### config.mk
export PLATFORM = sky130hd
export DESIGN_NAME = matrix4_multiply
export DESIGN_NICKNAME = d
export VERILOG_FILES = /design/src/design/m4m_pkg.sv /design/src/design/m4m_ram.sv /design/src/design/matrix4_multiply.sv
export SDC_FILE = /design/constraint.sdc
export NUM_CORES = 2
export LEC_CHECK = 0
export BUFFER_PORTS_ARGS = -buffer_cell sky130_fd_sc_hd__buf_2
export CELL_PAD_IN_SITES_DETAIL_PLACEMENT = 2
export CELL_PAD_IN_SITES_GLOBAL_PLACEMENT = 2
export CORE_ASPECT_RATIO = 2
export CORE_MARGIN = 2
export CORE_UTILIZATION = 40
export DETAILED_ROUTE_END_ITERATION = 6
export GPL_TIMING_DRIVEN = 1
export PLACE_DENSITY = 0.74
export SETUP_SLACK_MARGIN = 0.1
export SLEW_MARGIN = 20
export SYNTH_ARGS = -nofsm -noshare
export SYNTH_HDL_FRONTEND = slang
export SYNTH_SLANG_ARGS = --single-unit
### constraint.sdc
create_clock -name clk -period 10.57 [get_ports clk]
set_input_delay 1.057 -clock clk [delete_from_list [all_inputs] [get_ports clk]]
set_output_delay 1.057 -clock clk [all_outputs]
set_load 0.02 [all_outputs]
### src/design/m4m_pkg.sv
// Shared types and constants for the 4x4 fixed-point matrix multiplier.
// No dependencies; imported by the top level and the port checker.
package m4m_pkg;

  localparam int DATA_W    = 32;  // width of one Q16.16 element
  localparam int FRAC_BITS = 16;  // fraction bits dropped after the sum
  localparam int S_TDATA_W = 2 * DATA_W;

  localparam logic [DATA_W-1:0] SAT_MAX = {1'b0, {(DATA_W-1){1'b1}}};
  localparam logic [DATA_W-1:0] SAT_MIN = {1'b1, {(DATA_W-1){1'b0}}};

  typedef enum logic [2:0] {
    S_LOAD  = 3'b001,
    S_ISSUE = 3'b010,
    S_WAIT  = 3'b100
  } state_t;

endpackage

### src/design/m4m_ram.sv
// Generic single-clock RAM: one write port, one read port, registered read data.
// No dependencies.
module m4m_ram #(
  parameter int WIDTH = 32,
  parameter int DEPTH = 16,
  localparam int AW = (DEPTH > 1) ? $clog2(DEPTH) : 1
) (
  input  logic             clk,
  input  logic             wr_en,
  input  logic [AW-1:0]    wr_addr,
  input  logic [WIDTH-1:0] wr_data,
  input  logic             rd_en,
  input  logic [AW-1:0]    rd_addr,
  output logic [WIDTH-1:0] rd_data
);

  logic [WIDTH-1:0] mem [DEPTH];

  always_ff @(posedge clk) begin
    if (wr_en) begin
      mem[wr_addr] <= wr_data;
    end
    if (rd_en) begin
      rd_data <= mem[rd_addr];
    end
  end

endmodule

### src/design/matrix4_multiply.sv
// Load: one element pair per cycle while s_tready is high; tlast starts the product.
// Each result element goes through the single multiply-accumulate path
// (DIM paired reads from the two stores, then multiply, accumulate, saturate);
// the next element's reads start only after the last element's sum is done.
// Synchronous reset clears the load position, the sequencer and the output
// valid; stores are not cleared.
// Depends on m4m_pkg and m4m_ram.
module matrix4_multiply import m4m_pkg::*; #(
  parameter int DIM = 4
) (
  input  logic                 clk,
  input  logic                 rst,
  input  logic                 s_tvalid,
  output logic                 s_tready,
  input  logic [S_TDATA_W-1:0] s_tdata,   // a_elem [31:0], b_elem [63:32]
  input  logic                 s_tlast,   // load_last
  output logic                 m_tvalid,
  input  logic                 m_tready,
  output logic [DATA_W-1:0]    m_tdata,   // c_elem [31:0]
  output logic                 m_tuser,   // saturated [0]
  output logic                 m_tlast    // out_last
);

  localparam int NELEM = DIM * DIM;
  localparam int IDX_W = $clog2(NELEM);
  localparam int DIM_W = $clog2(DIM);
  localparam int ACC_W = 2 * DATA_W + $clog2(DIM);
  localparam int HI_LSB = FRAC_BITS + DATA_W - 1;

  state_t state;
  logic [IDX_W-1:0] load_index;
  logic [DIM_W-1:0] row, col, k;

  logic in_beat, out_free, issuing, k_end;
  logic [IDX_W-1:0] a_rd_addr, b_rd_addr;
  logic [DATA_W-1:0] a_rd_data, b_rd_data;

  logic v1, v1_first, v1_last, v1_elast;
  logic v2, v2_first, v2_last, v2_elast;
  logic signed [2*DATA_W-1:0] prod;
  logic signed [ACC_W-1:0] acc, prod_ext;
  logic done, done_elast;

  logic [ACC_W-1-HI_LSB:0] acc_hi;
  logic fits;
  logic [DATA_W-1:0] sat_value;

  assign s_tready = (state == S_LOAD);
  assign in_beat  = s_tvalid && s_tready;
  assign out_free = !m_tvalid || m_tready;
  assign k_end    = (k == DIM_W'(DIM - 1));
  // Only one element is in flight, so a free output slot at the first read
  // stays free until its result lands.
  assign issuing  = (state == S_ISSUE) && ((k != '0) || out_free);

  assign a_rd_addr = IDX_W'(row * DIM + k);
  assign b_rd_addr = IDX_W'(k * DIM + col);

  m4m_ram #(.WIDTH(DATA_W), .DEPTH(NELEM)) u_store_a (
    .clk     (clk),
    .wr_en   (in_beat),
    .wr_addr (load_index),
    .wr_data (s_tdata[DATA_W-1:0]),
    .rd_en   (issuing),
    .rd_addr (a_rd_addr),
    .rd_data (a_rd_data)
  );

  m4m_ram #(.WIDTH(DATA_W), .DEPTH(NELEM)) u_store_b (
    .clk     (clk),
    .wr_en   (in_beat),
    .wr_addr (load_index),
    .wr_data (s_tdata[S_TDATA_W-1:DATA_W]),
    .rd_en   (issuing),
    .rd_addr (b_rd_addr),
    .rd_data (b_rd_data)
  );

  // Sequencer: load position, element and term counters.
  always_ff @(posedge clk) begin
    if (rst) begin
      state      <= S_LOAD;
      load_index <= '0;
      row        <= '0;
      col        <= '0;
      k          <= '0;
    end else begin
      case (state)
        S_LOAD: begin
          if (in_beat) begin
            if (s_tlast) begin
              load_index <= '0;
              state      <= S_ISSUE;
            end else if (load_index == IDX_W'(NELEM - 1)) begin
              load_index <= '0;
            end else begin
              load_index <= load_index + 1'b1;
            end
          end
        end
        S_ISSUE: begin
          if (issuing) begin
            if (k_end) begin
              k     <= '0;
              state <= S_WAIT;
            end else begin
              k <= k + 1'b1;
            end
          end
        end
        S_WAIT: begin
          if (done) begin
            if (col == DIM_W'(DIM - 1)) begin
              col <= '0;
              row <= (row == DIM_W'(DIM - 1)) ? '0 : row + 1'b1;
            end else begin
              col <= col + 1'b1;
            end
            state <= done_elast ? S_LOAD : S_ISSUE;
          end
        end
        default: begin
          state <= S_LOAD;
        end
      endcase
    end
  end

  // Read, multiply and accumulate stages.
  always_ff @(posedge clk) begin
    if (rst) begin
      v1   <= 1'b0;
      v2   <= 1'b0;
      done <= 1'b0;
    end else begin
      v1   <= issuing;
      v2   <= v1;
      done <= v2 && v2_last;
    end
  end

  assign prod_ext = ACC_W'(prod);

  always_ff @(posedge clk) begin
    v1_first   <= (k == '0);
    v1_last    <= k_end;
    v1_elast   <= (row == DIM_W'(DIM - 1)) && (col == DIM_W'(DIM - 1));
    v2_first   <= v1_first;
    v2_last    <= v1_last;
    v2_elast   <= v1_elast;
    prod       <= (2*DATA_W)'($signed(a_rd_data)) * (2*DATA_W)'($signed(b_rd_data));
    done_elast <= v2_elast;
    if (v2) begin
      acc <= v2_first ? prod_ext : acc + prod_ext;
    end
  end

  // The sum fits when every bit above the kept field equals the sign.
  assign acc_hi    = acc[ACC_W-1:HI_LSB];
  assign fits      = (&acc_hi) || !(|acc_hi);
  assign sat_value = acc[ACC_W-1] ? SAT_MIN : SAT_MAX;

  always_ff @(posedge clk) begin
    if (rst) begin
      m_tvalid <= 1'b0;
    end else if (done) begin
      m_tvalid <= 1'b1;
    end else if (m_tready) begin
      m_tvalid <= 1'b0;
    end
  end

  always_ff @(posedge clk) begin
    if (done) begin
      m_tdata <= fits ? acc[HI_LSB:FRAC_BITS] : sat_value;
      m_tuser <= !fits;
      m_tlast <= done_elast;
    end
  end

endmodule

=== Word level (Yosys, flattened, before mapping) ===
Memories as Yosys holds them, arrays and structs flattened. A register that Yosys moved wholly into a read port is not among the register bits.
Index checks and enable logic that the tools add are counted.

* Flip-flop bits (word level): 188
* Memory bits (writable): 1024
* Input bits: 69
* Output and inout port bits: 36
* Logic and storage cells: 82
* Memories kept: 2

* $add $sub $neg: 7
* $mul: 1
* Equal/unequal tests: 12
* Muxes and demuxes: 19
* Reductions and logical operators: 20

{| class="wikitable"
|+ Memory list
! memory !! depth !! bits a word !! read ports !! clocked after Yosys merged registers in !! write ports !! RTL line !! RTL
|-
| u_store_a.mem || 16 || 32 || 1 || 1 || 1 || m4m_ram.sv:17 || <nowiki>logic [WIDTH-1:0] mem [DEPTH];</nowiki>
|-
| u_store_b.mem || 16 || 32 || 1 || 1 || 1 || m4m_ram.sv:17 ||
|}

{| class="wikitable"
|+ Operators with widths
! cell !! count
|-
| adder 66 x 64 -> 66 bit || 1
|-
| two-way mux 66 bit || 1
|-
| multiplier 32 x 32 -> 64 bit || 1
|-
| two-way mux 32 bit || 2
|-
| AND reduction 19 bit || 1
|-
| OR reduction 19 bit || 1
|-
| two-way mux 3 bit || 5
|-
| case mux 3 bit (3 select lines) || 1
|-
| adder 4 x 2 -> 4 bit || 2
|-
| two-way mux 2 bit || 4
|-
| two-way mux 4 bit || 2
|-
| adder 2 x 1 -> 2 bit (second input constant) || 3
|-
| == test 2 bit (second input constant) || 3
|-
| != test 2 bit (second input constant) || 3
|-
| AND reduction 2 bit || 3
|-
| AND reduction 5 bit || 1
|-
| adder 4 x 1 -> 4 bit (second input constant) || 1
|-
| == test 4 bit (second input constant) || 1
|-
| logical AND 1 bit || 4
|-
| two-way mux 1 bit || 4
|-
| != test 2 x 1 -> 1 bit (second input constant) || 2
|-
| nonzero test 2 bit || 2
|-
| == test 3 x 1 -> 1 bit (second input constant) || 1
|-
| == test 3 x 2 -> 1 bit (second input constant) || 1
|-
| other kinds (5) || 9
|}

=== Longest topological paths before layout ===
* Depth in word-level cells: 6
* Depth in mapped cells: 30
* Mapped depth without buffers: 29

=== By module ===
Synthesis repeated with hierarchy kept, for this count alone.

* Cell total of the unflattened synthesis: 6584
* Area, all modules: 86563.0 um^2

{| class="wikitable"
|+ By module, submodules not included
! module !! instances !! cells each !! area each (um^2) !! seq. area each (um^2)
|-
| matrix4_multiply || 1 || 4908 || 46233.1 || 4764.6
|-
| m4m_ram at u_store_b || 1 || 838 || 20174.3 || 16335.7
|-
| m4m_ram at u_store_a || 1 || 838 || 20155.6 || 16335.7
|}

=== Least setup slack after synthesis ===
No wires, ideal clock.

* Path kind: flip-flop to flip-flop
* Start point: register u_store_a.rd_data[31], read port of u_store_a.mem
* End point: register prod[58]
* Setup time: 0.134 ns
* Data arrival time: 7.653 ns
* Required time: 10.436 ns
* Slack: 2.783 ns
* Stages on the path, launching flop included: 27
* Buffers on the path: 1
* Period minus slack after synthesis: 7.787 ns
* Path through: edfxtp_1 -> clkbuf_1 -> nand2_1 -> inv_1 -> fa_1 -> inv_1 -> fa_1 -> fa_1 -> inv_1 -> fa_1 -> inv_1 -> fa_1 -> inv_1 -> fa_1 -> fa_1 -> inv_1 -> fa_1 -> inv_1 -> ha_1 -> inv_1 -> o21bai_1 -> a21oi_1 -> o21ai_0 -> o21a_1 -> o21ai_2 -> mux2i_1 -> or4_1

* Cells in the longest elaborated chain, start to end: 1

{| class="wikitable"
|+ RTL lines
! item !! RTL line !! RTL
|-
| from (decl) || m4m_ram.sv:14 || <nowiki>output logic [WIDTH-1:0] rd_data</nowiki>
|-
| multiplier 32 x 32 -> 64 bit || matrix4_multiply.sv:151 || <nowiki>prod <= (2*DATA_W)'($signed(a_rd_data)) * (2*DATA_W)'($signed(b_rd_data));</nowiki>
|-
| to (signal assigned) || matrix4_multiply.sv:151 ||
|-
| to (decl) || matrix4_multiply.sv:40 || <nowiki>logic signed [2*DATA_W-1:0] prod;</nowiki>
|}

No other way between the ends.
A chain may end at the register's enable or synchronous reset.

=== Worst setup path in the final report ===
* Start point: register u_store_b.rd_data[23], read port of u_store_b.mem
* End point: register prod[59]

* Cells in the longest elaborated chain, start to end: 1

{| class="wikitable"
|+ RTL lines
! item !! RTL line
|-
| from (decl) || m4m_ram.sv:14
|-
| multiplier 32 x 32 -> 64 bit || matrix4_multiply.sv:151
|}

No other way between the ends.

==> impl_metrics.csv <==
group,metric,value,unit
synth,synth.distinct_cells,75,
final_layout,drive_gt1_share,12.4,%
job,drv_cap,0,
run_status,status,"finished clean",
route,drt_iter0_drc,2958,
worst_setup_path,crit_type,"flop to flop",
grt,gr-usage-met2,50.9,%
clocking,hold_buffers,0,
synth,ys.flop_type,"edfxtp_1",
sta,skew,98.5,ps
grt,use_met1,27.0,%
grt,overflow,0,
clocking,htree_levels,3,
worst_setup_path,arrival,9950,ps
grt,grt_pass1_vias,62300,
route,vias,52300,
floorplan,ios,105,
synth,postSynthAreaPerCell,13.5,um2
final_layout,n_fill_cell,21100,
clocking,cts.sinks,1276,
route,drc,0,
worst_setup_path,crit_slowest_cell,"edfxtp_1",
sta,max_freq,107,MHz
sta,fin_crit,9360,ps
sta,setup_ws,1210,ps
synth,syn-num-nets,7852,
clocking,cts_resized,0,
floorplan,coreArea,215000,um2
sta,final-hold-violation-count,0,
floorplan,dieArea,221000,um2
route,finalWirelength,289000,um
grt,grt-busiest-layer,"met2",
sta,maxSlewViolCount,0,
clocking,cts_root_buf,"clkbuf_16",
grt,grt_first_pass_wirelength,423000,um
route,viasPerCell,5.57,
synth,yosys-top-cells-count,"edfxtp_1 (1188), fa_1 (1083), inv_1 (998)",
worst_setup_path,critPathBufInv,3,
hold_path,hold_class,"flop to flop",
sta,period_share,88.5,%
worst_setup_path,slowest_delay,1130,ps
grt,grt_max_degree,130,
final_layout,syn_to_final_growth,9.33,%
sta,rsz0062_at_grt,"false",
floorplan,rows,241,
synth,async_flop_share,0,%
synth,synth-edff-count,1188,
sta,tightest_slew,1250,ps
clocking,worstSkewPairLatency,810,ps
synth,ys_ff_latch,1276,
floorplan,die_h,662,um
worst_setup_path,critPathLaunchType,"flop",
worst_setup_path,worstPathRequired,11160,ps
worst_setup_path,cpMostUsedCell,"fa_1",
synth,synth_most_common_cell,"edfxtp_1",
synth,yosysSeqAreaShare,43.2,%
floorplan,start_util,40.3,%
placement,detailedPlace.worstSlack,1190,ps
grt,grt_antenna_before_repair,24,
clocking,cts_buffers,113,
clocking,clkTransAtPathRegs,70,ps
placement,gp_congestion,0.941,
clocking,post-cts-setup-buffer-count,0,
worst_setup_path,end_kind,"flop",
route,detail_route.wl_per_cell,30.7,um
worst_setup_path,crit_chain,"buf_4 -> nand2_1 -> fa_1 -> inv_1 -> fa_1 -> fa_1 -> fa_1 -> fa_1 -> fa_1 -> fa_1 -> fa_1 -> ha_1 -> and2_1 -> and2_1 -> nand4_1 -> inv_1 -> a32oi_1 -> o21bai_1 -> o31ai_1 -> o21ai_0 -> xor2_1",
clocking,cts_tree,"yes",
placement,post-dp-hpwl,213000,um
sta,setup_tns,0,ps
sta,slew_headroom,16.4,%
worst_setup_path,worstPathMaxFanout,18,
synth,synth_area,86700,um2
synth,synth_cells,6443,
route,dr.pass1.iters,5,
sta,setup-violations-final,0,
clocking,cts.path.max_buffers,3,
grt,grtUsageTotal,26.5,%
grt,use_met3,3.09,%
synth,synth_top_area_cell,"edfxtp_1",
route,antenna_left,0,
worst_setup_path,crit_family,"adder cells",
synth,synth.top_cell.area_share,41.2,%
synth,synth.area.top_cells,"edfxtp_1 (41%), fa_1 (25%), mux4_2 (8.3%), inv_1 (4.3%), ha_1 (3.7%)",
floorplan,die_w,333,um
placement,portBuffers,104,
synth,yosys_warnings,0,
final_layout,layout.nets,7907,
## state kept, by name, indices dropped and copies added (netlist names), 2 cells and up
name,flops
prod,64
row,2
state,3
m_tdata,32
load_index,4
u_store_a.rd_data,32
acc,66
u_store_b.rd_data,32
col,2
u_store_a.mem,512
u_store_b.mem,512
k,2
## per-stage QoR
| step | hold slack, ps | util [%] | cell area [um2] | std cells |
|---|---|---|---|---|
| 2_1_floorplan | 310 | - | 86700 | 6443 |
| 3_3_place_gp | 314 | 42.2 | 90900 | 9175 |
| 3_5_place_dp | 315 | 42.2 | 90900 | 9176 |
| 4_1_cts | 333 | 44.0 | 94700 | 9389 |
| 5_1_grt | 346 | 44.0 | 94700 | 9392 |
| 6_report | 331 | 44.0 | 94800 | 9398 |
## area by class of cell
class	count	area [um2]	area share [%]
multi-input cells	3835	44300	46.8
diodes	8	20.0	0.0211
repair buffers	273	1850	1.95
well taps	2794	3500	3.69
inverters	999	3750	3.96
flip-flops and latches	1276	37500	39.5
clock buffers	133	2900	3.06
clock inverters	80	933	0.985
## worst paths after layout
| kind | from | to | slack [ps] | cells past startpoint |
|---|---|---|---|---|
| setup / recovery | u_store_b.rd_data[23] | prod[59] | 1210 | 21 |
| hold / removal | v2_elast | done_elast | 330 | 0 |
| setup reg to reg | u_store_b.rd_data[23] | prod[59] | 1210 | 21 |
| hold reg to reg | v2_elast | done_elast | 330 | 0 |
## logic make-up after synthesis
logic type | count (synthesis) | share of synthesized area [%]
and+or+nand+nor | 1483 | 8.51
adders and majority gates | 1340 | 28.7
buffers and inverters | 1332 | 5.78
DFF | 1276 | 43.2
AOI/OAI and AO/OA | 553 | 4.05
muxes | 330 | 8.44
xor gates and xnor gates | 129 | 1.30
## layout by cell type (no fill, tap or decap), drive strengths merged, types with 9 or more instances in the layout
master    netlist  final
a211oi         14     14
a21o          102    102
a21oi         147    147
a31oi          24     24
and2          513    513
and3           23     23
buf            31    273
bufinv          0     14
clkbuf        302    133
clkinv          0     52
clkinvlp        0     11
dfxtp          88     88
edfxtp       1188   1188
fa           1083   1083
ha            257    257
inv           999   1002
mux4          320    320
nand2         647    647
nand2b         30     30
nand3          35     35
nand4          29     29
nor2          111    111
nor2b          14     14
nor3           21     21
nor3b           9      9
nor4           16     16
o211ai         14     14
o21a           15     15
o21ai         139    139
o21bai         18     18
xnor2          83     83
xor2           46     46
## layer usage
layer / up-vias / share of wire, %
met2: 1421 / 55
met1: 28400 / 33
li1: 21700 / -
met3: 779 / 3.5
met4: 32 / 7.7
met5: - / 0.073
Power is left out: the tool's default activity adds up to more than one toggle a clock period on the data nets, which glitch-free logic cannot reach.
